### src/sv/power_to_dbfs_converter_top_assert.svh
// ----------------------------------------------------------------------------
// power_to_dbfs_converter_top_assert.svh
// assertion macros for the power to dbfs converter
// ----------------------------------------------------------------------------
`ifndef POWER_TO_DBFS_CONVERTER_TOP_ASSERT_SVH
`define POWER_TO_DBFS_CONVERTER_TOP_ASSERT_SVH

// same-cycle implication, clocked on i_clk, off while in reset
`define PDC_ASSERT_SAME(lbl, ante, cons, msg) \
    lbl: assert property (@(posedge i_clk) disable iff (!i_rst_n) (ante) |-> (cons)) \
        else $error(msg);

// next-cycle implication, clocked on i_clk, off while in reset
`define PDC_ASSERT_NEXT(lbl, ante, cons, msg) \
    lbl: assert property (@(posedge i_clk) disable iff (!i_rst_n) (ante) |=> (cons)) \
        else $error(msg);

`endif

### src/sv/pdc_pkg.sv
// ----------------------------------------------------------------------------
// pdc_pkg
// shared types and constants of the power to dbfs converter
// ----------------------------------------------------------------------------
package pdc_pkg;

    localparam int POWER_W       = 64;
    localparam int MANT_Q        = 30;        // mantissa fraction bits
    localparam int MANT_W        = 31;        // q30 mantissa in [1.0, 2.0)
    localparam int IP_W          = 6;         // integer part of log2
    localparam int DB_PER_OCT    = 30103;     // 10*log10(2) scaled by 1e4
    localparam int DB_PER_OCT_W  = 15;
    localparam int LEVEL_DIV     = 1000;
    localparam int Y_W           = 22;        // scaled level before /1000
    localparam int RECIP         = 2147483;   // floor(2^31 / 1000)
    localparam int RECIP_W       = 22;
    localparam int RECIP_SHIFT   = 31;
    localparam int Q_W           = 13;        // level magnitude
    localparam int LEVEL_W       = 12;
    localparam int LEVEL_MIN     = -2048;
    localparam int LEVEL_MAX     = 2047;

    typedef logic signed [LEVEL_W-1:0] t_level;

    typedef struct packed {
        logic              zero;
        logic [IP_W-1:0]   ip;
        logic [MANT_W-1:0] mant;
    } t_norm;

endpackage

### src/sv/pdc_sqr.sv
// ----------------------------------------------------------------------------
// pdc_sqr
// one squaring stage: yields one fraction bit of log2
// ----------------------------------------------------------------------------
module pdc_sqr #(
    parameter int FRAC_BITS = 16
) (
    input  logic                  i_clk,
    input  logic                  i_rst_n,
    input  logic                  i_valid,
    output logic                  o_ready,
    input  pdc_pkg::t_norm        i_norm,
    input  logic [FRAC_BITS-1:0]  i_frac,
    output logic                  o_valid,
    input  logic                  i_ready,
    output pdc_pkg::t_norm        o_norm,
    output logic [FRAC_BITS-1:0]  o_frac
);

    logic                              en;
    logic                              r_v;
    logic [2*pdc_pkg::MANT_W-1:0]      n_sq;
    logic [pdc_pkg::MANT_W:0]          n_t;
    logic                              n_bit;
    pdc_pkg::t_norm                    r_norm, n_norm;
    logic [FRAC_BITS-1:0]              r_frac;

    assign en      = !r_v || i_ready;
    assign o_ready = en;
    assign o_valid = r_v;
    assign o_norm  = r_norm;
    assign o_frac  = r_frac;

    // square, back to q30; a value of 2.0 or more halves and sets the bit
    always_comb begin
        n_sq  = i_norm.mant * i_norm.mant;
        n_t   = n_sq[2*pdc_pkg::MANT_W-1:pdc_pkg::MANT_Q];
        n_bit = n_t[pdc_pkg::MANT_W];
        n_norm.zero = i_norm.zero;
        n_norm.ip   = i_norm.ip;
        n_norm.mant = n_bit ? n_t[pdc_pkg::MANT_W:1] : n_t[pdc_pkg::MANT_W-1:0];
    end

    always_ff @(posedge i_clk) begin
        if (!i_rst_n) begin
            r_v <= 1'b0;
        end else if (en) begin
            r_v <= i_valid;
        end
    end

    always_ff @(posedge i_clk) begin
        if (en && i_valid) begin
            r_norm <= n_norm;
            r_frac <= {i_frac[FRAC_BITS-2:0], n_bit};
        end
    end

endmodule

### config.mk
export PLATFORM = sky130hd
export DESIGN_NAME = pdc_sqr
export DESIGN_NICKNAME = d
export VERILOG_FILES = /design/src/sv/power_to_dbfs_converter_top_assert.svh /design/src/sv/pdc_pkg.sv /design/src/sv/pdc_sqr.sv
export SDC_FILE = /design/constraint.sdc
export NUM_CORES = 2
export LEC_CHECK = 0
export ABC_CLOCK_PERIOD_IN_PS = 8660
export BUFFER_PORTS_ARGS = -buffer_cell sky130_fd_sc_hd__clkbuf_2
export CAP_MARGIN = 40
export CORE_MARGIN = 1.5
export CORE_UTILIZATION = 60
export CTS_BUF_LIST = sky130_fd_sc_hd__clkbuf_16
export CTS_CLUSTER_SIZE = 14
export DETAILED_ROUTE_END_ITERATION = 10
export HOLD_SLACK_MARGIN = 0.02
export PLACE_DENSITY = 0.87
export SKIP_LAST_GASP = 1
export SYNTH_ARGS = -nofsm -noshare
export SYNTH_HDL_FRONTEND = slang
export SYNTH_SLANG_ARGS = --single-unit
### constraint.sdc
create_clock -name i_clk -period 8.66 [get_ports i_clk]
set_input_delay 0.433 -clock i_clk [delete_from_list [all_inputs] [get_ports i_clk]]
set_output_delay 0.433 -clock i_clk [all_outputs]
set_load 0.005 [all_outputs]
==> results.yml <==
status:
  status: "completed"
worst_setup_path:
  r2r_cells: 3
  endpoint: "o_norm[23]$_DFFE_PP_"
  critPathKind: "input port to flop"
  cp-end-kind: "flop"
  cp-start-kind: "input port"
  arrival_ps: 8340
  path_max_fanout: 20
  r2r-start: "o_valid$_SDFFE_PN0N_"
  r2r_slack_ps: 6990
  cp.required_ps: 8700
  crit_start: "i_norm[4]"
  r2r-end: "o_frac[9]$_DFFE_PP_"
floorplanning:
  ioPinCount: 114
  row_count: 80
  die_x_um: 223
  coreArea_um2: 47800
  die_h_um: 223
  die_area_um2: 49900
  start_util: 0.608
global_routing:
  grt_max_degree: 36
  grt_pass1_wl_um: 116000
  grt_usage: 0.298
  grt_overflow: 0
  busiest_layer: "met2"
  use_met1: 0.361
  grtUsageMet3: 0.0603
  antenna_found_initial: 0
  use_met2: 0.518
  first_global_vias: 23400
clock_tree:
  clkTransAtPathRegs_ps: 60
  cts_inserted_buffers: 5
  clock_path_buffers: 2
  post_cts_resized: 0
  cts-root-buf: "clkbuf_16"
  ctsHoldBuffers: 0
  cts.sinks: 55
  post_cts.repair.setup_buffers: 0
  tritoncts: "built"
  clkLatencyLatePin_ps: 290
  htreeDepth: 2
sta:
  period_needed_ps: 8310
  setup_viol: 0
  finalSetupTns_ps: 0
  slew_viol_final: 0
  fmax_mhz: 120
  maxSlewHeadroom: 0.518
  rsz0062_at_grt: "false"
  skew_ps: 5.63
  fin_crit_sh: 0.959
  hold_viol_final: 0
  tightest_slew_ps: 715
placed_design:
  gp_congestion: 0.946
  dp_hpwl_um: 60000
  portBuffers: 112
routing:
  via_count: 20600
  antenna_left: 0
  dr.pass1.iters: 6
  drt-total-wl_um: 69600
  first_iter_violations: 1297
  detail_route.wl_per_cell_um: 18.7
  drc: 0
  viasPerCell: 5.52
yosys:
  yosysSeqAreaShare: 0.0564
  ys_warn_count: 0
  synth_ff_type: "edfxtp_1"
  ys_ff_latch: 55
  syn_inst: 3037
  synth_edf_count: 54
  syn_area_um2: 29100
  syn_nets: 4111
  synthTopCellsByArea: "fa_1, inv_1, ha_1"
  async_flop_share: 0
  syn_area_per_cell_um2: 9.59
  synth_cell_types: 68
  synth_top_area_share: 0.514
  synth_top_area_cell: "fa_1"
layout:
  final_util: 0.642
  drive_gt1_frac: 0.0687
  area_growth_pct: 5.58
  diodes: 0
  nets: 4190
run:
  drv_cap: 0
hold_path:
  hold_class: "input port to flop"
-- cell families (layout without fill, tap and decap cells) --
| family | count (synthesis) | after routing | synth area share |
|---|---|---|---|
| compound gates | 218 | 218 | 0.0488 |
| xor+xnor | 60 | 60 | 0.0180 |
| fa+ha+maj | 1016 | 1016 | 0.629 |
| buf+inv | 1032 | 1111 | 0.134 |
| flops | 55 | 55 | 0.0564 |
| mux | 26 | 26 | 0.00958 |
| simple gates | 630 | 630 | 0.104 |
-- critical path, stage by stage --
cell and delay [ps]:
buf_2 470, and2_1 310, fa_1 470, fa_1 490, fa_1 520, inv_1 50, fa_1 490, inv_1 60
fa_1 500, inv_1 60, fa_1 530, inv_1 50, fa_1 500, fa_1 430, ha_1 350, a21oi_1 300
o211ai_1 150, nor4_1 320, a2111oi_0 170, buf_4 170, nor3_1 370, a211o_1 200, a21oi_1 120, a311oi_1 390
xnor2_1 130, mux2_1 300
-- registers in the layout, summed over array words and instances (netlist names) --
register	cells
o_norm	38
o_frac	16
o_valid	1
-- worst min path at each step --
stage                               from                   end  cells past startpoint
finish                         i_frac[7]   o_frac[8]$_DFFE_PP_                      1
global placement    o_valid$_SDFFE_PN0N_  o_valid$_SDFFE_PN0N_                      2
detailed placement  o_valid$_SDFFE_PN0N_  o_valid$_SDFFE_PN0N_                      2
global route                   i_frac[8]   o_frac[9]$_DFFE_PP_                      1
CTS                            i_frac[7]   o_frac[8]$_DFFE_PP_                      1
floorplan                      i_frac[9]  o_frac[10]$_DFFE_PP_                      0
-- placed cells by master (no fill, tap or decap), types with 5 or more instances in the layout --
| cell | instances |
|---|---|
| o21ai_1 | 10 |
| edfxtp_1 | 54 |
| mux2i_1 | 14 |
| or2_2 | 5 |
| nor3_1 | 6 |
| buf_4 | 66 |
| o21a_1 | 6 |
| a31oi_1 | 6 |
| o21ai_0 | 38 |
| xnor2_1 | 35 |
| a21oi_1 | 74 |
| a21o_1 | 15 |
| nand3_1 | 11 |
| a31o_2 | 6 |
| o21bai_1 | 8 |
| nor2_1 | 57 |
| fa_1 | 747 |
| clkbuf_16 | 5 |
| nand2_1 | 312 |
| and3_1 | 14 |
| xor2_1 | 25 |
| a21boi_0 | 5 |
| o211ai_1 | 9 |
| clkbuf_2 | 108 |
| ha_1 | 269 |
| buf_12 | 5 |
| nor2b_1 | 6 |
| inv_1 | 920 |
| and2_1 | 190 |
| mux2_1 | 9 |
| nand4_1 | 11 |
-- routing by layer --
layer,vias up,share of wire
met5,-,0
met4,0,0.052
met3,261,0.087
met2,906,0.51
met1,10400,0.35
li1,9012,-
-- synth_stat cells, types with 4 or more instances --
| cell type | count |
|---|---|
| inv_1 | 920 |
| fa_1 | 747 |
| nand2_1 | 312 |
| ha_1 | 269 |
| and2_1 | 191 |
| clkbuf_1 | 97 |
| a21oi_1 | 74 |
| nor2_1 | 57 |
| edfxtp_1 | 54 |
| o21ai_0 | 38 |
| xnor2_1 | 35 |
| xor2_1 | 25 |
| a21o_1 | 15 |
| and3_1 | 14 |
| mux2i_1 | 14 |
| nand3_1 | 11 |
| nand4_1 | 11 |
| o21ai_1 | 10 |
| mux2_1 | 9 |
| o211ai_1 | 9 |
| buf_2 | 8 |
| o21bai_1 | 8 |
| a31o_2 | 6 |
| a31oi_1 | 6 |
| nor2b_1 | 6 |
| nor3_1 | 6 |
| o21a_1 | 6 |
| a21boi_0 | 5 |
| or2_2 | 5 |
| a211o_1 | 4 |
| a211oi_1 | 4 |
| nand2b_1 | 4 |
| or3_1 | 4 |
-- layout make-up --
class	count	area (um2)
multi-input cells	1950	23600
fillers	3544	17100
inverters	921	3460
flip-flops and latches	55	1640
repair buffers	183	1160
well taps	615	769
clock buffers	5	125
clock inverters	2	8.76
-- through the flow --
step / cell area [um2] / instances / setup slack, ps / hold slack (ps)
floorplan: 29100 / 3037 / 873 / 532
global placement: 30600 / 3724 / 262 / 512
detailed placement: 30600 / 3724 / 93.7 / 517
CTS: 30700 / 3731 / 381 / 311
global route: 30700 / 3731 / 21.5 / 305
finish: 30700 / 3731 / 353 / 316
Power is not shown: default switching activity piles up to over one toggle a cycle in this logic, so the estimate is an artifact.
