--- config.mk ---
export PLATFORM = sky130hd
export DESIGN_NAME = pdc_norm
export DESIGN_NICKNAME = d
export VERILOG_FILES = /design/src/sv/power_to_dbfs_converter_top_assert.svh /design/src/sv/pdc_pkg.sv /design/src/sv/pdc_norm.sv
export SDC_FILE = /design/constraint.sdc
export NUM_CORES = 1
export LEC_CHECK = 0
export ABC_AREA = 0
export BUFFER_PORTS_ARGS = -buffer_cell sky130_fd_sc_hd__buf_2
export CAP_MARGIN = 20
export CORE_MARGIN = 1
export CORE_UTILIZATION = 50
export CTS_CLUSTER_SIZE = 12
export DETAILED_ROUTE_END_ITERATION = 16
export GPL_ROUTABILITY_DRIVEN = 1
export PLACE_DENSITY = 0.69
export SLEW_MARGIN = 20
export SYNTH_ARGS = -nofsm -noshare
export SYNTH_HDL_FRONTEND = slang
export SYNTH_SLANG_ARGS = --single-unit
--- constraint.sdc ---
create_clock -name i_clk -period 17 [get_ports i_clk]
set_input_delay 3.4 -clock i_clk [delete_from_list [all_inputs] [get_ports i_clk]]
set_output_delay 3.4 -clock i_clk [all_outputs]
set_load 0.03 [all_outputs]
--- src/sv/power_to_dbfs_converter_top_assert.svh ---
// ----------------------------------------------------------------------------
// power_to_dbfs_converter_top_assert.svh
// assertion macros for the power to dbfs converter
// ----------------------------------------------------------------------------
`ifndef POWER_TO_DBFS_CONVERTER_TOP_ASSERT_SVH
`define POWER_TO_DBFS_CONVERTER_TOP_ASSERT_SVH

// same-cycle implication, clocked on i_clk, off while in reset
`define PDC_ASSERT_SAME(lbl, ante, cons, msg) \
    lbl: assert property (@(posedge i_clk) disable iff (!i_rst_n) (ante) |-> (cons)) \
        else $error(msg);

// next-cycle implication, clocked on i_clk, off while in reset
`define PDC_ASSERT_NEXT(lbl, ante, cons, msg) \
    lbl: assert property (@(posedge i_clk) disable iff (!i_rst_n) (ante) |=> (cons)) \
        else $error(msg);

`endif

--- src/sv/pdc_pkg.sv ---
// ----------------------------------------------------------------------------
// pdc_pkg
// shared types and constants of the power to dbfs converter
// ----------------------------------------------------------------------------
package pdc_pkg;

    localparam int POWER_W       = 64;
    localparam int MANT_Q        = 30;        // mantissa fraction bits
    localparam int MANT_W        = 31;        // q30 mantissa in [1.0, 2.0)
    localparam int IP_W          = 6;         // integer part of log2
    localparam int DB_PER_OCT    = 30103;     // 10*log10(2) scaled by 1e4
    localparam int DB_PER_OCT_W  = 15;
    localparam int LEVEL_DIV     = 1000;
    localparam int Y_W           = 22;        // scaled level before /1000
    localparam int RECIP         = 2147483;   // floor(2^31 / 1000)
    localparam int RECIP_W       = 22;
    localparam int RECIP_SHIFT   = 31;
    localparam int Q_W           = 13;        // level magnitude
    localparam int LEVEL_W       = 12;
    localparam int LEVEL_MIN     = -2048;
    localparam int LEVEL_MAX     = 2047;

    typedef logic signed [LEVEL_W-1:0] t_level;

    typedef struct packed {
        logic              zero;
        logic [IP_W-1:0]   ip;
        logic [MANT_W-1:0] mant;
    } t_norm;

endpackage

--- src/sv/pdc_norm.sv ---
// ----------------------------------------------------------------------------
// pdc_norm
// leading-one detect and normalisation of the power to a q30 mantissa
// ----------------------------------------------------------------------------
module pdc_norm (
    input  logic                         i_clk,
    input  logic                         i_rst_n,
    input  logic                         i_valid,
    output logic                         o_ready,
    input  logic [pdc_pkg::POWER_W-1:0]  i_power,
    output logic                         o_valid,
    input  logic                         i_ready,
    output pdc_pkg::t_norm               o_norm
);

    logic                              en1, en2, en3;
    logic                              r_v1, r_v2, r_v3;
    logic [pdc_pkg::POWER_W-1:0]       r_pwr1, r_pwr2;
    logic [7:0]                        r_nz1, n_nz;
    logic [7:0][2:0]                   r_pos1, n_pos;
    logic [pdc_pkg::IP_W-1:0]          r_ip2, n_ip;
    logic                              r_zero2, n_zero;
    logic [pdc_pkg::POWER_W-1:0]       n_shift;
    pdc_pkg::t_norm                    r_norm3, n_norm;

    assign en3     = !r_v3 || i_ready;
    assign en2     = !r_v2 || en3;
    assign en1     = !r_v1 || en2;
    assign o_ready = en1;
    assign o_valid = r_v3;
    assign o_norm  = r_norm3;

    // per byte: any bit set, and position of its top bit
    always_comb begin
        for (int g = 0; g < 8; g++) begin
            n_nz[g]  = |i_power[8*g +: 8];
            n_pos[g] = '0;
            for (int b = 0; b < 8; b++) begin
                if (i_power[8*g + b]) begin
                    n_pos[g] = 3'(b);
                end
            end
        end
    end

    // highest non-empty byte gives the integer part
    always_comb begin
        n_ip = '0;
        for (int g = 0; g < 8; g++) begin
            if (r_nz1[g]) begin
                n_ip = {3'(g), r_pos1[g]};
            end
        end
        n_zero = ~|r_nz1;
    end

    always_comb begin
        if (r_ip2 >= pdc_pkg::IP_W'(pdc_pkg::MANT_Q)) begin
            n_shift = r_pwr2 >> (r_ip2 - pdc_pkg::IP_W'(pdc_pkg::MANT_Q));
        end else begin
            n_shift = r_pwr2 << (pdc_pkg::IP_W'(pdc_pkg::MANT_Q) - r_ip2);
        end
        n_norm.zero = r_zero2;
        n_norm.ip   = r_ip2;
        n_norm.mant = n_shift[pdc_pkg::MANT_W-1:0];
    end

    always_ff @(posedge i_clk) begin
        if (!i_rst_n) begin
            r_v1 <= 1'b0;
            r_v2 <= 1'b0;
            r_v3 <= 1'b0;
        end else begin
            if (en1) r_v1 <= i_valid;
            if (en2) r_v2 <= r_v1;
            if (en3) r_v3 <= r_v2;
        end
    end

    always_ff @(posedge i_clk) begin
        if (en1 && i_valid) begin
            r_pwr1 <= i_power;
            r_nz1  <= n_nz;
            r_pos1 <= n_pos;
        end
        if (en2 && r_v1) begin
            r_pwr2  <= r_pwr1;
            r_ip2   <= n_ip;
            r_zero2 <= n_zero;
        end
        if (en3 && r_v2) begin
            r_norm3 <= n_norm;
        end
    end

endmodule

==> results.json, run 1 <==
{
  "status": "complete, no violations",
  "ys_warn_count": 0,
  "layout_setup_ws_ns": 9.11,
  "die_y_um": 164,
  "dpl.hpwl_mm": 25.9,
  "finalSetupTns_ns": 0,
  "crit_chain": "buf_2 > nor2b_1 > nand3_1 > buf_2",
  "cts.path.max_buffers": 3,
  "finalCritPeriodShare": 0.464,
  "final_common_cell": "edfxtp_1",
  "antenna_found_initial": 0,
  "hold_violations": 0,
  "clkSlewWorstSetupHoldPaths_ns": 0.06,
  "r2r-start": "r_ip2[2]",
  "drt_iter0_markers": 808,
  "clkLatencyLatePin_ns": 0.52,
  "setup_violations": 0,
  "skew_ns": 0.0110,
  "die_area_um2": 26800,
  "h-tree-depth": 1,
  "grt_pass1_wl_mm": 52.6,
  "n_fill_cell": 2037,
  "io_buffers": 107,
  "num_antenna_cells": 0,
  "syn_inst": 989,
  "rows": 58,
  "grt_overflow_total": 0,
  "cts-resized-gates": 0,
  "final_area_um2": 14500,
  "worst_pin_slew_ns": 1.09,
  "rrSetupSlack_ns": 12.80,
  "grt_use_total": 0.265,
  "via_count": 9123,
  "period_minus_slack_ns": 7.89,
  "cp_max_fo": 6,
  "max_slew_margin": 0.269,
  "cpMostUsedCell": "buf_2",
  "hp-class": "reg -> reg",
  "area_growth_syn_to_layout_pct": 11.0,
  "synth-seq-cells": 208,
  "hold_end": "r_pwr2[9]",
  "drv_cap": 0,
  "postSynthAreaPerCell_um2": 13.2,
  "cts_buffers": 22,
  "cp-startpoint": "i_ready",
  "timing.rr.end": "o_norm[30]",
  "fmax_ghz": 0.127,
  "nNetsFinal": 1141,
  "path_class": "in -> out",
  "drive_above_1_share": 0.296,
  "ys_types": 72,
  "antenna_left": 0,
  "ff_latch_area_um2": 6220,
  "layout_common_cells": "edfxtp_1 (205), mux4_2 (107), buf_2 (107), nor2_1 (99), mux2i_1 (89)",
  "worstSetupEndpointType": "primary output",
  "multiInputGateArea_um2": 6450,
  "power.density_nw_per_um2": 95.3,
  "ff2ff_path_depth": 8,
  "cp.arrival_ns": 4.49,
  "ys.flop_type": "edfxtp_1",
  "cp_slowest_stage_delay_ns": 0.60,
  "place_area_um2": 13800,
  "cts_tree": "yes",
  "grt_max_degree": 81,
  "post-route-drc-count": 0,
  "die_x_um": 164,
  "routed_wirelength_mm": 34.8,
  "gp_congestion": 0.957,
  "cts.sinks": 208,
  "p_leak_nw": 5.23,
  "synth_seq_area_share": 0.476,
  "cp-start-kind": "input pin",
  "drtPass1Iterations": 6,
  "synth_async_sr_flop_share": 0,
  "avgViaCountPerCell": 6.46,
  "rsz0062_at_grt": "false",
  "fin_util": 0.571,
  "start_util": 0.514,
  "place_ws_ns": 9.10,
  "io_pins": 108,
  "drt-wirelength-per-cell_um": 24.6,
  "finalPower_w": 0.00138,
  "crit_slowest_cell": "nor2b_1",
  "min_from": "r_pwr1[9]",
  "grt_pass1_vias": 8665,
  "peakVddDrop_mv": 0.0774,
  "cts-root-buf": "clkbuf_16",
  "hold_depth": 0,
  "cp.required_ns": 13.60,
  "netlist_area_um2": 13100,
  "core_um2": 25400,
  "maxSlewViolCount": 0,
  "syn_nets": 1061,
  "synth_edf_count": 205,
  "cts_setup_buffers": 0,
  "cts_hold_buf": 0
}
==> worst max-delay path: cells and delay by family <==
family	cells	cell delay, ns
simple gates	2	0.78
buf+inv	2	0.31
==> power by group <==
group	internal, W	total [W]	switching (W)
clock network	0.000248	0.000434	0.000186
registers	0.000604	0.000627	0.0000222
logic	0.000136	0.000321	0.000185
==> worst max path at each step <==
stage	to	slack [ns]	depth (start not counted)
2_1_floorplan	r_ip2[0]	7.73	2
3_5_place_dp	o_ready	9.10	4
4_1_cts	o_ready	9.10	4
5_1_grt	o_ready	9.01	4
3_3_place_gp	o_ready	9.18	4
6_report	o_ready	9.11	4
==> area by class of cell <==
type                       instances  area share
timing repair buffer             127      0.0495
clock inverter                     3     0.00147
multi-input combinational        693       0.445
inverter                          17     0.00440
tap                              330      0.0285
clock buffer                      34      0.0425
sequential                       208       0.429
==> through the flow <==
stage               hold WS [ns]  cells
global placement           0.401   1373
finish                     0.414   1412
detailed placement         0.405   1373
global route               0.413   1412
floorplan                  0.400    989
CTS                        0.415   1410
==> logic make-up (layout without fill, tap and decap cells) <==
family,after synthesis,count (layout),share of synthesized area
adders and majority gates,4,4,0.00383
muxes,240,240,0.291
xor gates and xnor gates,13,13,0.0130
AOI/OAI and AO/OA,203,203,0.103
DFF,208,208,0.476
buffers and inverters,88,181,0.0354
and+or+nand+nor,233,233,0.0780
==> cell usage after synthesis, types with 3 or more instances <==
cell type | number | area (um^2)
edfxtp_1 | 205 | 6160
mux4_2 | 107 | 2410
nor2_1 | 99 | 372
mux2i_1 | 89 | 891
nand2_1 | 75 | 282
a21oi_1 | 51 | 255
mux2_2 | 42 | 473
o21ai_0 | 29 | 145
buf_2 | 25 | 125
buf_4 | 19 | 143
clkbuf_1 | 17 | 63.8
nand3_1 | 17 | 85.1
inv_1 | 16 | 60.1
o21ai_1 | 15 | 75.1
o211ai_1 | 13 | 97.6
a211oi_1 | 11 | 82.6
nand4_1 | 11 | 68.8
o22ai_1 | 10 | 62.6
o21bai_1 | 9 | 67.6
a31oi_1 | 7 | 43.8
nor2b_1 | 7 | 43.8
buf_1 | 6 | 22.5
a22o_1 | 5 | 43.8
a2bb2oi_1 | 5 | 43.8
o221ai_1 | 5 | 43.8
buf_6 | 4 | 45.0
ha_1 | 4 | 50.1
nor3_1 | 4 | 20.0
xnor2_2 | 4 | 65.1
xor2_1 | 4 | 35.0
a211o_1 | 3 | 26.3
a221oi_1 | 3 | 26.3
a22oi_1 | 3 | 22.5
a311oi_1 | 3 | 26.3
a32o_1 | 3 | 30.0
a32oi_1 | 3 | 26.3
and2_1 | 3 | 18.8
and3_1 | 3 | 18.8
dfxtp_1 | 3 | 60.1
xnor2_1 | 3 | 26.3
==> sequential cells by signal (all words and copies together), names as in the netlist, 6 cells and up <==
register  count
r_pos1       24
o_norm       38
r_pwr1       64
r_pwr2       64
r_ip2         6
r_nz1         8
==> routing by layer <==
layer | up-vias | share of wire | global-route usage
li1 | 4131 | - | -
met5 | - | 0 | 0
met1 | 4485 | 0.43 | 0.390
met4 | 0 | 0.028 | 0.0737
met3 | 60 | 0.086 | 0.0427
met2 | 447 | 0.46 | 0.406
Note: power is estimated with default switching activity, not from simulation.
==> run 2: changes to the inputs <==
Settings changed: PLACE_DENSITY 0.69 to 0.71.
Clock period 17 ns to 6.7 ns, I/O delays scaled along.
==> results.json, run 2 (synthesis results as in run 1) <==
{
  "status": "complete, no violations",
  "power_frac_seq": 0.453,
  "place_area_um2": 13800,
  "cp_slowest_stage_delay_ns": 0.66,
  "rows": 58,
  "grt_pass1_wl_mm": 52.9,
  "die_y_um": 164,
  "p_comb_frac": 0.233,
  "drt_iter0_markers": 1268,
  "routed_wirelength_mm": 34.8,
  "layout_setup_ws_ns": 2.80,
  "cts.sinks": 208,
  "cp.required_ns": 6.92,
  "cp.arrival_ns": 4.12,
  "grt_max_degree": 77,
  "hold_violations": 0,
  "drv_cap": 0,
  "cts-resized-gates": 0,
  "dpl.hpwl_mm": 25.4,
  "gp_congestion": 0.982,
  "p_int_w": 0.00252,
  "fmax_ghz": 0.257,
  "rsz0062_at_grt": "false",
  "p_sw_w": 0.000995,
  "drt-wirelength-per-cell_um": 24.6,
  "cts-root-buf": "clkbuf_16",
  "io_pins": 108,
  "period_minus_slack_ns": 3.90,
  "cp_max_fo": 51,
  "worst_pin_slew_ns": 1.12,
  "cts_setup_buffers": 0,
  "setup_violations": 0,
  "finalSetupTns_ns": 0,
  "h-tree-depth": 1,
  "io_buffers": 107,
  "p_leak_nw": 5.24,
  "fin_util": 0.571,
  "cts_buffers": 22,
  "die_area_um2": 26800,
  "clkSlewWorstSetupHoldPaths_ns": 0.06,
  "power.density_nw_per_um2": 242,
  "peakVddDrop_mv": 0.158,
  "area_growth_syn_to_layout_pct": 11.1,
  "drive_above_1_share": 0.298,
  "cts.path.max_buffers": 3,
  "cp-start-kind": "register",
  "path_class": "reg -> reg",
  "maxSlewViolCount": 0,
  "cts_tree": "yes",
  "avgViaCountPerCell": 6.63,
  "final_common_cell": "edfxtp_1",
  "finalCritPeriodShare": 0.582,
  "power_frac_clock": 0.314,
  "place_ws_ns": 2.83,
  "drtPass1Iterations": 5,
  "nNetsFinal": 1142,
  "grt_pass1_vias": 8710,
  "crit_slowest_cell": "mux4_2",
  "antenna_found_initial": 0,
  "antenna_left": 0,
  "hp-class": "reg -> reg",
  "final_area_um2": 14500,
  "cts_hold_buf": 0,
  "grt_use_total": 0.264,
  "post-route-drc-count": 0,
  "layout_common_cells": "edfxtp_1 (205), mux4_2 (107), buf_2 (107), nor2_1 (99), mux2i_1 (89)",
  "clkLatencyLatePin_ns": 0.51,
  "num_antenna_cells": 0,
  "grt_overflow_total": 0,
  "start_util": 0.514,
  "core_um2": 25400,
  "cpMostUsedCell": "buf_4",
  "max_slew_margin": 0.250,
  "worstSetupEndpointType": "register",
  "path_delay_family": "buffers and inverters",
  "critPathBufInv": 2,
  "skew_ns": 0.0155,
  "die_x_um": 164,
  "swShare": 0.283,
  "crit_chain": "buf_4 > ha_1 > xor2_4 > buf_4 > mux4_2 > a32oi_1 > o22ai_1 > a31oi_1 > o21ai_1",
  "via_count": 9355
}
run 2: layer usage:
layer / wire [um] / part of all wire / GRT usage / up-vias
met5: 0 / 0 / 0 / -
met2: 15500 / 0.45 / 0.394 / 572
met4: 1090 / 0.031 / 0.0846 / 0
met1: 14500 / 0.42 / 0.395 / 4576
met3: 3640 / 0.10 / 0.0434 / 62
li1: - / - / - / 4145
run 2: area by class of cell:
type | instances | area [um^2]
Timing Repair Buffer | 128 | 721
Multi-Input combinational cell | 693 | 6450
Tap cell | 330 | 413
Fill cell | 2056 | 10900
Inverter | 17 | 63.8
Sequential cell | 208 | 6220
Clock buffer | 32 | 619
Clock inverter | 4 | 23.8
run 2: power groups by stage:
stage	Sequential (W)	Combinational, W	Clock (W)
final	0.00159	0.000818	0.00110
after global routing	0.00160	0.000865	0.00117
after CTS	0.00159	0.000796	0.00112
after detailed placement	0.00161	0.000792	0
after global placement	0.00161	0.000790	0
after floorplan	0.00161	0.000562	0
run 2: per-stage QoR:
| step | hold slack (ns) | total power [W] | cells |
|---|---|---|---|
| 3_3_place_gp | 0.404 | 0.00240 | 1374 |
| 2_1_floorplan | 0.400 | 0.00218 | 989 |
| 4_1_cts | 0.417 | 0.00350 | 1411 |
| 5_1_grt | 0.418 | 0.00363 | 1412 |
| 3_5_place_dp | 0.405 | 0.00241 | 1375 |
| 6_report | 0.416 | 0.00351 | 1412 |
run 2: final timing paths:
| check | end | from | cells past startpoint | slack [ns] |
|---|---|---|---|---|
| max | o_norm[30] | r_ip2[1] | 9 | 2.80 |
| min | r_pwr2[37] | r_pwr1[37] | 0 | 0.42 |
| max reg2reg | o_norm[30] | r_ip2[1] | 9 | 2.80 |
| min reg2reg | r_pwr2[37] | r_pwr1[37] | 0 | 0.42 |
