## config.mk

```make
export PLATFORM = sky130hd
export DESIGN_NAME = pdc_scale
export DESIGN_NICKNAME = d
export VERILOG_FILES = /design/src/sv/power_to_dbfs_converter_top_assert.svh /design/src/sv/pdc_pkg.sv /design/src/sv/pdc_scale.sv
export SDC_FILE = /design/constraint.sdc
export NUM_CORES = 1
export LEC_CHECK = 0
export BUFFER_PORTS_ARGS = -buffer_cell sky130_fd_sc_hd__buf_2
export CORE_ASPECT_RATIO = 1.25
export CORE_MARGIN = 3
export CORE_UTILIZATION = 35
export CTS_CLUSTER_SIZE = 25
export DETAILED_ROUTE_END_ITERATION = 6
export PLACE_DENSITY_LB_ADDON = 0.12
export SLEW_MARGIN = 30
export SYNTH_ARGS = -nofsm -noshare
export SYNTH_HDL_FRONTEND = slang
export SYNTH_SLANG_ARGS = --single-unit
```

## constraint.sdc

```tcl
create_clock -name i_clk -period 9 [get_ports i_clk]
set_input_delay 1.35 -clock i_clk [delete_from_list [all_inputs] [get_ports i_clk]]
set_output_delay 1.35 -clock i_clk [all_outputs]
set_load 0.05 [all_outputs]
```

## src/sv/power_to_dbfs_converter_top_assert.svh

```systemverilog
// ----------------------------------------------------------------------------
// power_to_dbfs_converter_top_assert.svh
// assertion macros for the power to dbfs converter
// ----------------------------------------------------------------------------
`ifndef POWER_TO_DBFS_CONVERTER_TOP_ASSERT_SVH
`define POWER_TO_DBFS_CONVERTER_TOP_ASSERT_SVH

// same-cycle implication, clocked on i_clk, off while in reset
`define PDC_ASSERT_SAME(lbl, ante, cons, msg) \
    lbl: assert property (@(posedge i_clk) disable iff (!i_rst_n) (ante) |-> (cons)) \
        else $error(msg);

// next-cycle implication, clocked on i_clk, off while in reset
`define PDC_ASSERT_NEXT(lbl, ante, cons, msg) \
    lbl: assert property (@(posedge i_clk) disable iff (!i_rst_n) (ante) |=> (cons)) \
        else $error(msg);

`endif

```

## src/sv/pdc_pkg.sv

```systemverilog
// ----------------------------------------------------------------------------
// pdc_pkg
// shared types and constants of the power to dbfs converter
// ----------------------------------------------------------------------------
package pdc_pkg;

    localparam int POWER_W       = 64;
    localparam int MANT_Q        = 30;        // mantissa fraction bits
    localparam int MANT_W        = 31;        // q30 mantissa in [1.0, 2.0)
    localparam int IP_W          = 6;         // integer part of log2
    localparam int DB_PER_OCT    = 30103;     // 10*log10(2) scaled by 1e4
    localparam int DB_PER_OCT_W  = 15;
    localparam int LEVEL_DIV     = 1000;
    localparam int Y_W           = 22;        // scaled level before /1000
    localparam int RECIP         = 2147483;   // floor(2^31 / 1000)
    localparam int RECIP_W       = 22;
    localparam int RECIP_SHIFT   = 31;
    localparam int Q_W           = 13;        // level magnitude
    localparam int LEVEL_W       = 12;
    localparam int LEVEL_MIN     = -2048;
    localparam int LEVEL_MAX     = 2047;

    typedef logic signed [LEVEL_W-1:0] t_level;

    typedef struct packed {
        logic              zero;
        logic [IP_W-1:0]   ip;
        logic [MANT_W-1:0] mant;
    } t_norm;

endpackage

```

## src/sv/pdc_scale.sv

```systemverilog
// ----------------------------------------------------------------------------
// pdc_scale
// full-scale offset, scaling to tenths of a db, rounding and saturation
// ----------------------------------------------------------------------------
module pdc_scale #(
    parameter int FRAC_BITS       = 16,
    parameter int FULL_SCALE_LOG2 = 30
) (
    input  logic                  i_clk,
    input  logic                  i_rst_n,
    input  logic                  i_valid,
    output logic                  o_ready,
    input  pdc_pkg::t_norm        i_norm,
    input  logic [FRAC_BITS-1:0]  i_frac,
    output logic                  o_valid,
    input  logic                  i_ready,
    output pdc_pkg::t_level       o_level_tenths,
    output logic                  o_zero_power
);

    localparam int LG_W   = pdc_pkg::IP_W + FRAC_BITS;
    localparam int PROD_W = LG_W + pdc_pkg::DB_PER_OCT_W;
    localparam int X_W    = PROD_W + 1;
    localparam int P_W    = pdc_pkg::Y_W + pdc_pkg::RECIP_W;
    localparam logic [LG_W-1:0] FS  = LG_W'(FULL_SCALE_LOG2) << FRAC_BITS;
    localparam logic [X_W-1:0]  RND = X_W'(pdc_pkg::LEVEL_DIV) << (FRAC_BITS - 1);

    logic [5:0]                    en;
    logic [5:0]                    r_v;
    logic [4:0]                    r_neg;
    logic [5:0]                    r_zero;
    logic [LG_W-1:0]               n_lg, n_mag, r_mag0;
    logic                          n_neg;
    logic [PROD_W-1:0]             n_prod, r_prod1;
    logic [X_W-1:0]                n_x;
    logic [pdc_pkg::Y_W-1:0]       n_y, r_y2, r_y3, n_r;
    logic [P_W-1:0]                n_p;
    logic [pdc_pkg::Q_W-1:0]       n_q0, r_q3, n_q, r_q4;
    logic signed [pdc_pkg::Q_W:0]  n_sgn;
    pdc_pkg::t_level               n_lvl, r_lvl5;

    always_comb begin
        en[5] = !r_v[5] || i_ready;
        for (int k = 4; k >= 0; k--) begin
            en[k] = !r_v[k] || en[k+1];
        end
    end

    assign o_ready        = en[0];
    assign o_valid        = r_v[5];
    assign o_level_tenths = r_lvl5;
    assign o_zero_power   = r_zero[5];

    // offset from full scale
    always_comb begin
        n_lg  = {i_norm.ip, i_frac};
        n_neg = n_lg < FS;
        n_mag = n_neg ? (FS - n_lg) : (n_lg - FS);
    end

    assign n_prod = PROD_W'(r_mag0) * PROD_W'(pdc_pkg::DB_PER_OCT);

    // round half up, then drop the fraction bits
    assign n_x = X_W'(r_prod1) + RND;
    assign n_y = n_x[X_W-1:FRAC_BITS];

    // divide by 1000 with a reciprocal, low by at most one
    assign n_p  = P_W'(r_y2) * P_W'(pdc_pkg::RECIP);
    assign n_q0 = n_p[pdc_pkg::RECIP_SHIFT +: pdc_pkg::Q_W];

    always_comb begin
        n_r = r_y3 - pdc_pkg::Y_W'(pdc_pkg::Y_W'(r_q3) * pdc_pkg::Y_W'(pdc_pkg::LEVEL_DIV));
        n_q = (n_r >= pdc_pkg::Y_W'(pdc_pkg::LEVEL_DIV)) ? pdc_pkg::Q_W'(r_q3 + 1'b1) : r_q3;
    end

    // sign, saturation, zero power reads as level 0
    always_comb begin
        n_sgn = r_neg[4] ? -$signed({1'b0, r_q4}) : $signed({1'b0, r_q4});
        if (r_zero[4]) begin
            n_lvl = '0;
        end else if (n_sgn < pdc_pkg::LEVEL_MIN) begin
            n_lvl = pdc_pkg::LEVEL_W'(pdc_pkg::LEVEL_MIN);
        end else if (n_sgn > pdc_pkg::LEVEL_MAX) begin
            n_lvl = pdc_pkg::LEVEL_W'(pdc_pkg::LEVEL_MAX);
        end else begin
            n_lvl = n_sgn[pdc_pkg::LEVEL_W-1:0];
        end
    end

    always_ff @(posedge i_clk) begin
        if (!i_rst_n) begin
            r_v <= '0;
        end else begin
            if (en[0]) r_v[0] <= i_valid;
            for (int k = 1; k < 6; k++) begin
                if (en[k]) r_v[k] <= r_v[k-1];
            end
        end
    end

    always_ff @(posedge i_clk) begin
        if (en[0] && i_valid) begin
            r_mag0    <= n_mag;
            r_neg[0]  <= n_neg;
            r_zero[0] <= i_norm.zero;
        end
        for (int k = 1; k < 6; k++) begin
            if (en[k] && r_v[k-1]) r_zero[k] <= r_zero[k-1];
        end
        for (int k = 1; k < 5; k++) begin
            if (en[k] && r_v[k-1]) r_neg[k] <= r_neg[k-1];
        end
        if (en[1] && r_v[0]) r_prod1 <= n_prod;
        if (en[2] && r_v[1]) r_y2 <= n_y;
        if (en[3] && r_v[2]) begin
            r_y3 <= r_y2;
            r_q3 <= n_q0;
        end
        if (en[4] && r_v[3]) r_q4 <= n_q;
        if (en[5] && r_v[4]) r_lvl5 <= n_lvl;
    end

endmodule

```

==> metrics.txt, run 1 <==
status=complete, no violations; Unique masters post-synth=66; initial antenna violation count=0; fin nets=2772; vias post-DR=13200; Post-synth EDFFs=133; Initial Util=35.6%; Synth area leaders=fa_1, ha_1, edfxtp_1; max-cap viol count=0; post_cts resized=0; share of cells above drive strength 1=5.51%; register area share after synthesis=19.7%; Core ar.=58700 µm²; Hold Buf Count CTS=0; Mapped Nets=2704; Clock Skew=0.0110 ns; GR peak layer=met2; Antenna Cells=0; # rows=99; # IOs=73; R2R Setup Slk=1.61 ns; Synth area leader=fa_1; startpoint types=flop; final WL=45.6 mm; CTS tree=done; first-pass GRT wire length=75.7 mm; worst skew pair latency=0.44 ns; CTS Buffer Depth=2; Setup Fix Bufs, Post-CTS=0; WP data required=9.18 ns; Async SR Flop Fraction=0%; worst-path maximum fanout=13; Worst Setup SP=r_q3[7]; Final Wtd Congestion=0.852; initial drt markers=369; Synth top cells by count=ha_1, inv_1, fa_1; die height=279 µm; data arrival time of the critical path=7.57 ns; Rel. slew slack=44.6%; fmax=0.135 GHz; Hold Startpoint=r_zero[1]; DIE AREA=62700 µm²; Slew @ Worst Pin=0.821 ns; Yosys warning count=0; CTS Root Cell=clkbuf_16; Detail Route Antenna Nets=0; min-delay worst type=reg -> reg; Area growth syn-to-layout=8.90%; Final Hold Viols=0; Mean Syn Cell Area=10.9 µm²; setup violators final=0; area share of the largest cell type after synthesis=27.4%; met3 Use GR=1.87%; # clock sinks=139; largest net degree at the start of global routing=35; Residual DRC=0; Critical Path Sink Type=flop; Seq cells post-synth=139; Detail Placement HPWL=39.3 mm; CTS buffer count=17; most frequent cell after synthesis=ha_1; synthesized area=20900 µm²; RR Startpoint=r_q3[7]; CP max stage cell=edfxtp_1; cells after synthesis=1914; delay of the slowest cell on the worst path=0.55 ns; Die Span X=225 µm; setup tns final=0 ns; htree depth=4; Place WS=1.53 ns; final worst-path cycle share=82.1%; Total GRT Usage=15.4%; global routing usage on met2=29.6%; Final min period=7.39 ns; fin. max-slew vios=0; final worst setup slack=1.61 ns; DR pass1 iterations=6; GRT overflow=0; GR Layer Usage met1=18.1%; Top FF cell, synth=edfxtp_1; vias in the first global route=14600; RSZ-0062 raised after global routing=no; # port buffers=41; Clk pin slew, worst setup/hold paths=0.07 ns; Worst Path Class, Setup=reg -> reg; drt via density=4.80; post-DR wirelength/cell=16.6 µm
==> worst paths after layout <==
kind	endpoint	depth (start not counted)
setup reg to reg	r_q4[1]	26
setup / recovery	r_q4[1]	26
hold reg to reg	r_zero[2]	0
hold / removal	r_zero[2]	0
==> cells in the final DEF, fill, tap and decap left out, types with 4 or more instances in the layout <==
cell	Yosys	final
a211oi_1	8	8
a21boi_0	7	5
a21o_1	24	24
a21oi_1	72	72
a31oi_1	6	5
and2_1	5	5
and3_1	10	10
buf_2	2	41
buf_4	0	18
clkbuf_16	0	17
dfxtp_1	6	6
edfxtp_1	133	133
fa_1	286	286
ha_1	446	446
inv_1	431	431
inv_6	0	4
inv_8	0	5
nand2_1	50	50
nand2b_1	18	18
nand3_1	26	26
nand4_1	8	8
nor2_1	55	55
nor2b_1	20	18
nor3_1	23	23
nor3b_1	8	8
nor4_1	11	10
o21a_1	13	13
o21ai_0	41	41
o21ai_1	7	7
o21bai_1	5	5
o31ai_1	6	6
o41ai_1	4	4
or2_2	5	5
or3_1	8	8
or4_1	4	4
xnor2_1	66	66
xor2_1	38	38
==> per-stage QoR <==
| step | hold WS (ns) | std cells | instance area (µm²) | util [%] |
|---|---|---|---|---|
| after detailed placement | 0.407 | 2720 | 22200 | 37.8 |
| after global placement | 0.404 | 2720 | 22200 | 37.8 |
| after floorplan | 0.400 | 1914 | 20900 | - |
| after global routing | 0.433 | 2752 | 22800 | 38.8 |
| after CTS | 0.422 | 2752 | 22800 | 38.8 |
| final | 0.423 | 2752 | 22800 | 38.8 |
==> critical path, delay by kind of cell, from the launching register on <==
| family | cells | cell delay [ns] |
|---|---|---|
| compound gates | 9 | 2.10 |
| xor+xnor | 1 | 0.13 |
| simple gates | 4 | 0.57 |
| mux | 1 | 0.36 |
| fa+ha+maj | 6 | 2.79 |
| buf+inv | 5 | 0.62 |
| flops | 1 | 0.55 |
==> kinds of logic (layout without fill, tap and decap cells) <==
| kind of cell | count (synthesis) | in the layout | synth area share (%) |
|---|---|---|---|
| fa+ha+maj | 732 | 732 | 54.1 |
| simple gates | 257 | 257 | 6.30 |
| flops | 139 | 139 | 19.7 |
| xor+xnor | 104 | 104 | 4.36 |
| buf+inv | 441 | 522 | 7.93 |
| mux | 4 | 4 | 0.203 |
| compound gates | 237 | 237 | 7.46 |
==> cell type report <==
cell class / count / area, µm²
clock buffer: 18 / 429
clock inverter: 14 / 151
fill: 5807 / 35900
inverter: 431 / 1620
multi-input combinational: 1334 / 15200
sequential: 139 / 4110
tap: 757 / 947
timing repair buffer: 59 / 340
==> routing by layer <==
layer / share of wire, % / vias to the layer above
li1: - / 6527
met1: 41 / 6538
met2: 55 / 110
met3: 1.7 / 44
met4: 2.4 / 0
met5: 0 / -
==> registers in the layout (all words and copies together), names as in the netlist <==
name            flops
r_mag0             22
r_v                 6
r_q3               13
r_zero              6
r_neg               5
r_y2               22
r_q4               13
r_y3               19
o_level_tenths     12
r_prod1            21
Power of run 1 is left out: the tool's default activity adds up to more than one toggle a clock period on the data nets, which glitch-free logic cannot reach.
==> inputs of run 2 (changes only) <==
ABC_AREA = 1   (was unset)
clock period = 6.22 ns   (was 9 ns; I/O delays follow)
==> run 2 against run 1 <==
Compared with the run above:
- non-clock buffer count grew 62
- highest routed layer unchanged
- critical path type unchanged
- die area up 8.9%
- via count rose by 25%
- first-iteration DRC count increased by 50%
- largest cell class unchanged
- cell count grew 28%
- synthesized area is 9.1% higher
- global-route usage is 3.1 points higher
- register-to-register slack got worse by 1.3 ns
- final area increased by 12%
- setup slack got worse by 1.3 ns
- critical path depth fell by 9
- clock-buffer cell count is 1 lower
==> metrics.txt, run 2 <==
status=complete, no violations (unchanged); Synth area leader=fa_1 (unchanged); Core ar.=64500 µm² (was 58700 µm²); register area share after synthesis=18.0% (was 19.7%); Area growth syn-to-layout=12.0% (was 8.90%); Synth top cells by count=inv_1, ha_1, nand2_1 (was ha_1, inv_1, fa_1); Detail Placement HPWL=51.8 mm (was 39.3 mm); Worst Path Class, Setup=reg -> reg (unchanged); CP cell instances=fa_1 -> fa_1 -> fa_1 -> fa_1 -> fa_1 -> inv_1 -> fa_1 -> inv_1 -> ha_1 -> a21oi_1 -> o21ai_0 -> nand2_1 -> o211ai_1 -> a31oi_1 -> buf_4 -> nand3_1 -> xor2_1; startpoint types=flop (unchanged); Total GRT Usage=18.5% (was 15.4%); delay of the slowest cell on the worst path=0.59 ns (was 0.55 ns); Critical Path Sink Type=flop (unchanged); commonest non-fill, non-tap cell in the layout=inv_1 (was ha_1); fin nets=3438 (was 2772); # clock sinks=139 (unchanged); Initial Util=35.4% (was 35.6%); CTS Buffer Depth=2 (unchanged); Die Span X=234 µm (was 225 µm); # port buffers=41 (unchanged); CP max stage cell=fa_1 (was edfxtp_1); final worst-path cycle share=94.9% (was 82.1%); synthesized area=22800 µm² (was 20900 µm²); Final Util=39.6% (was 38.8%); Clock Skew=0.0131 ns (was 0.0110 ns); CTS Root Cell=clkbuf_16 (unchanged); CP bufs+invs=3 (was 5); Final Wtd Congestion=0.891 (was 0.852); data arrival time of the critical path=6.11 ns (was 7.57 ns); Slew @ Worst Pin=0.703 ns (was 0.821 ns); drt via density=4.72 (was 4.80); Async SR Flop Fraction=0% (unchanged); crit-path leading delay family=adder cells (unchanged); fillers=6603 (was 5807); worst skew pair latency=0.47 ns (was 0.44 ns); Final min period=5.90 ns (was 7.39 ns); most frequent cell after synthesis=inv_1 (was ha_1); Clk pin slew, worst setup/hold paths=0.07 ns (about the same); Unique masters post-synth=43 (was 66); Antenna Cells=0 (unchanged); initial drt markers=553 (was 369); Mapped Nets=3303 (was 2704); Hold Buf Count CTS=0 (unchanged); fin. max-slew vios=0 (unchanged); htree depth=4 (unchanged); fmax=0.169 GHz (was 0.135 GHz); DR pass1 iterations=4 (was 6); max-cap viol count=0 (unchanged); most used cell, CP=fa_1; initial antenna violation count=0 (unchanged); Detail Route Antenna Nets=0 (unchanged); post-DR wirelength/cell=17.1 µm (was 16.6 µm); vias post-DR=16600 (was 13200); WP data required=6.43 ns (was 9.18 ns); # rows=104 (was 99); share of cells above drive strength 1=7.78% (was 5.51%); Seq cells post-synth=139 (unchanged); CTS tree=done (unchanged); commonest non-fill, non-tap cells in the layout=inv_1, ha_1, nand2_1 (was ha_1, inv_1, fa_1); vias in the first global route=18200 (was 14600); die height=291 µm (was 279 µm); worst-path maximum fanout=7 (was 13); largest net degree at the start of global routing=35 (unchanged); Yosys warning count=0 (unchanged); area share of the largest cell type after synthesis=25.1% (was 27.4%); DIE AREA=68300 µm² (was 62700 µm²); final WL=60.1 mm (was 45.6 mm); Post-synth EDFFs=133 (unchanged); Top FF cell, synth=edfxtp_1 (unchanged); cells after synthesis=2513 (was 1914); Mean Syn Cell Area=9.08 µm² (was 10.9 µm²); Residual DRC=0 (unchanged); Rel. slew slack=53.0% (was 44.6%); setup violators final=0 (unchanged); setup tns final=0 ns (unchanged); Final Hold Viols=0 (unchanged); Synth area leaders=fa_1, ha_1, edfxtp_1 (unchanged); biggest regs=r_mag0 x22, r_y2 x22, r_prod1 x21 (unchanged); GRT overflow=0 (unchanged); # IOs=73 (unchanged); first-pass GRT wire length=96.5 mm (was 75.7 mm); CTS buffer count=17 (unchanged); min-delay worst type=reg -> reg (unchanged)
-- run 2: changes by cell type after synthesis, moves of 20 or more --
| cell | before | now |
|---|---|---|
| nand2_1 | 50 | 375 |
| nor2b_1 | 20 | 0 |
| xor2_1 | 38 | 59 |
| inv_1 | 431 | 589 |
| nand3_1 | 26 | 71 |
| nor2_1 | 55 | 166 |
| o21ai_0 | 41 | 64 |
| xnor2_1 | 66 | 31 |
| a21oi_1 | 72 | 136 |
-- run 2: path summary, 6_finish.rpt --
kind	end	slack, ns	startpoint	cells past startpoint
setup / recovery	r_prod1[36]	0.32	r_mag0[6]	17
hold / removal	r_neg[3]	0.42	r_neg[2]	0
setup reg to reg	r_prod1[36]	0.32	r_mag0[6]	17
hold reg to reg	r_neg[3]	0.42	r_neg[2]	0
-- run 2: cell type report --
class / instances / area [µm²] / share of cell area, %
Sequential cell: 139 / 4110 / 16.1
Clock buffer: 17 / 425 / 1.66
Clock inverter: 15 / 193 / 0.754
Timing Repair Buffer: 121 / 893 / 3.49
Multi-Input combinational cell: 1777 / 16700 / 65.2
Inverter: 592 / 2220 / 8.69
Tap cell: 848 / 1060 / 4.15
-- run 2: timing repair --
item | 4_1_cts | 5_1_grt
endpoints found under the setup margin | 0 | 16
buffers inserted | 0 | 25
resized for setup | 0 | 36
-- run 2: per-layer routing --
| layer | wire (µm) | track usage (%) | share of wire (%) | up-vias |
|---|---|---|---|---|
| met1 | 23600 | 20.4 | 39 | 8039 |
| met2 | 33900 | 36.3 | 56 | 153 |
| met5 | 0 | 0 | 0 | - |
| met3 | 877 | 2.05 | 1.5 | 67 |
| met4 | 1730 | 5.63 | 2.9 | 0 |
| li1 | - | - | - | 8315 |
-- run 2: cells by family after synthesis --
family	after synthesis	synth area share, %
adder cells (fa/ha/maj)	732	49.5
XOR/XNOR	90	3.45
buffers and inverters	599	9.96
flip-flops	139	18.0
AO/OA/AOI/OAI	262	6.40
AND/OR/NAND/NOR	691	12.6
-- run 2: through the flow --
stage | hold slack (ns) | area [µm²] | setup slack [ns] | instances
finish | 0.415 | 25600 | 0.317 | 3509
global route | 0.430 | 25600 | -0.0108 | 3509
CTS | 0.415 | 25100 | 0.0585 | 3482
detailed placement | 0.405 | 24500 | 0.0756 | 3450
global placement | 0.402 | 24500 | 0.121 | 3450
floorplan | 0.400 | 22800 | 0.609 | 2513
Power of run 2 is left out for the same reason.
==> inputs of run 3 (changes only) <==
MAX_ROUTING_LAYER = met4   (was unset)
==> run 3 against run 2 <==
Compared with the run above:
- worst hold slack better by 0.0025 ns
- non-clock buffer count down 4
- global-route usage up 0.56 points
- cell count down 0.11%
- via count down 0.16%
- highest routed layer unchanged
- first-iteration DRC count down 19%
- utilization down 0.16 points
==> metrics.txt, run 3 (synthesized netlist as in run 2, its figures left out) <==
worst-path maximum fanout=6 (was 7); startpoint types=flop (unchanged); max-cap viol count=0 (unchanged); fmax=0.169 GHz (about the same); Area growth syn-to-layout=11.6% (was 12.0%); Final min period=5.91 ns (was 5.90 ns); Detail Placement HPWL=52.3 mm (was 51.8 mm); footprint of the multi-input gates=16600 µm² (was 16700 µm²); # clock sinks=139 (unchanged); Antenna Cells=0 (unchanged); Slew @ Worst Pin=0.671 ns (was 0.703 ns); fillers=6620 (was 6603); R2R depth=17 (unchanged); initial antenna violation count=0 (unchanged); CTS buffer count=17 (unchanged); Clk pin slew, worst setup/hold paths=0.06 ns (was 0.07 ns); drt via density=4.72 (about the same); setup violators final=0 (unchanged); first-pass GRT wire length=96.5 mm (about the same); Reg2Reg Capture Point=r_prod1[36] (unchanged); CTS Root Cell=clkbuf_16 (unchanged); CP max stage cell=fa_1 (unchanged); fin. max-slew vios=0 (unchanged); largest net degree at the start of global routing=35 (unchanged); fin nets=3434 (was 3438); sequential cell area=4110 µm² (unchanged); initial drt markers=449 (was 553); Rel. slew slack=55.2% (was 53.0%); Place WS=0.0810 ns (was 0.0756 ns); Final Hold Viols=0 (unchanged); Detail Route Antenna Nets=0 (unchanged); biggest regs=r_mag0 x22, r_y2 x22, r_prod1 x21 (unchanged); Worst Setup SP=r_mag0[7] (was r_mag0[6]); commonest non-fill, non-tap cell in the layout=inv_1 (unchanged); most used cell, CP=fa_1 (unchanged); DR pass1 iterations=5 (was 4); final worst-path cycle share=95.0% (was 94.9%); Clock Skew=0.0171 ns (was 0.0131 ns); GRT overflow=0 (unchanged); RR Startpoint=r_mag0[7] (was r_mag0[6]); CP cell instances=fa_1 -> fa_1 -> fa_1 -> fa_1 -> fa_1 -> inv_1 -> fa_1 -> inv_1 -> ha_1 -> a21oi_1 -> o21ai_0 -> nand2_1 -> o211ai_1 -> a31oi_1 -> buf_4 -> nand3_1 -> xor2_1 (unchanged); Total GRT Usage=19.0% (was 18.5%); Residual DRC=0 (unchanged); # port buffers=41 (unchanged); Final Wtd Congestion=0.895 (was 0.891); Die Span X=234 µm (unchanged); final worst setup slack=0.309 ns (was 0.317 ns); worst skew pair latency=0.47 ns (about the same); DIE AREA=68300 µm² (unchanged); final WL=60.3 mm (was 60.1 mm); cell area after placement=24500 µm² (about the same); vias in the first global route=18000 (was 18200); Hold Startpoint=r_prod1[17] (was r_neg[2]); CTS Buffer Depth=2 (unchanged); post-DR wirelength/cell=17.2 µm (was 17.1 µm); vias post-DR=16500 (was 16600); delay of the slowest cell on the worst path=0.66 ns (was 0.59 ns); commonest non-fill, non-tap cells in the layout=inv_1, ha_1, nand2_1 (unchanged); Initial Util=35.4% (unchanged); Worst Path Class, Setup=reg -> reg (unchanged); status=complete, no violations (unchanged); crit path capture=r_prod1[36] (unchanged); Critical Path Sink Type=flop (unchanged); die height=291 µm (unchanged); htree depth=4 (unchanged); # IOs=73 (unchanged); CTS tree=done (unchanged); Core ar.=64500 µm² (unchanged); share of cells above drive strength 1=7.68% (was 7.78%); # rows=104 (unchanged); final instance area=25500 µm² (was 25600 µm²); min-delay worst type=reg -> reg (unchanged); data arrival time of the critical path=6.12 ns (was 6.11 ns); R2R Setup Slk=0.31 ns (was 0.32 ns); WP data required=6.43 ns (about the same)
## run 3: cell types whose count changed in the layout (fill, tap and decap cells not counted), sizes merged
cell / delta
buf: -4
clkinvlp: +3
bufinv: -1
clkinv: -1
inv: -1
## run 3: repair_timing
action / 4_1_cts / 5_1_grt
gates resized for setup: 0 / 36
endpoints found under the setup margin: 0 / 16
setup buffers: 0 / 23
hold buffers: 0 / 0
## run 3: metal layers
layer	vias up	track usage [%]	share of wire, %
met5	-	-	0
met2	160	37.1	57
li1	8325	-	-
met1	7993	20.2	39
met4	0	4.53	2.3
met3	69	2.14	1.7
## run 3: layout make-up
class / count / area share (%)
flip-flops and latches: 139 / 16.2
clock buffers: 17 / 1.67
inverters: 592 / 8.73
clock inverters: 15 / 0.673
repair buffers: 117 / 3.34
multi-input cells: 1777 / 65.3
well taps: 848 / 4.17
## run 3: metrics by stage
step	instances	setup TNS [ns]	utilization, %	hold slack, ns
3_5_place_dp	3448	0	37.9	0.405
6_report	3505	0	39.5	0.418
5_1_grt	3505	-0.0966	39.5	0.419
2_1_floorplan	2513	0	-	0.400
4_1_cts	3480	0	38.9	0.418
3_3_place_gp	3448	0	37.9	0.403
## run 3: worst max-delay path: cells and delay by family (launching register included)
kind / cells / cell delay (ns)
adders and majority gates: 7 / 3.66
AOI/OAI and AO/OA: 4 / 0.72
and+or+nand+nor: 2 / 0.27
DFF: 1 / 0.53
buffers and inverters: 3 / 0.26
xor gates and xnor gates: 1 / 0.20
## run 3: how the worst min path moves through the flow
stage                      to  cells after the start
floorplan            r_neg[1]                      0
global placement    r_zero[4]                      0
detailed placement  r_zero[2]                      0
CTS                  r_neg[3]                      0
global route        r_zero[3]                      0
finish                r_y2[1]                      0
Power of run 3 is left out for the same reason.
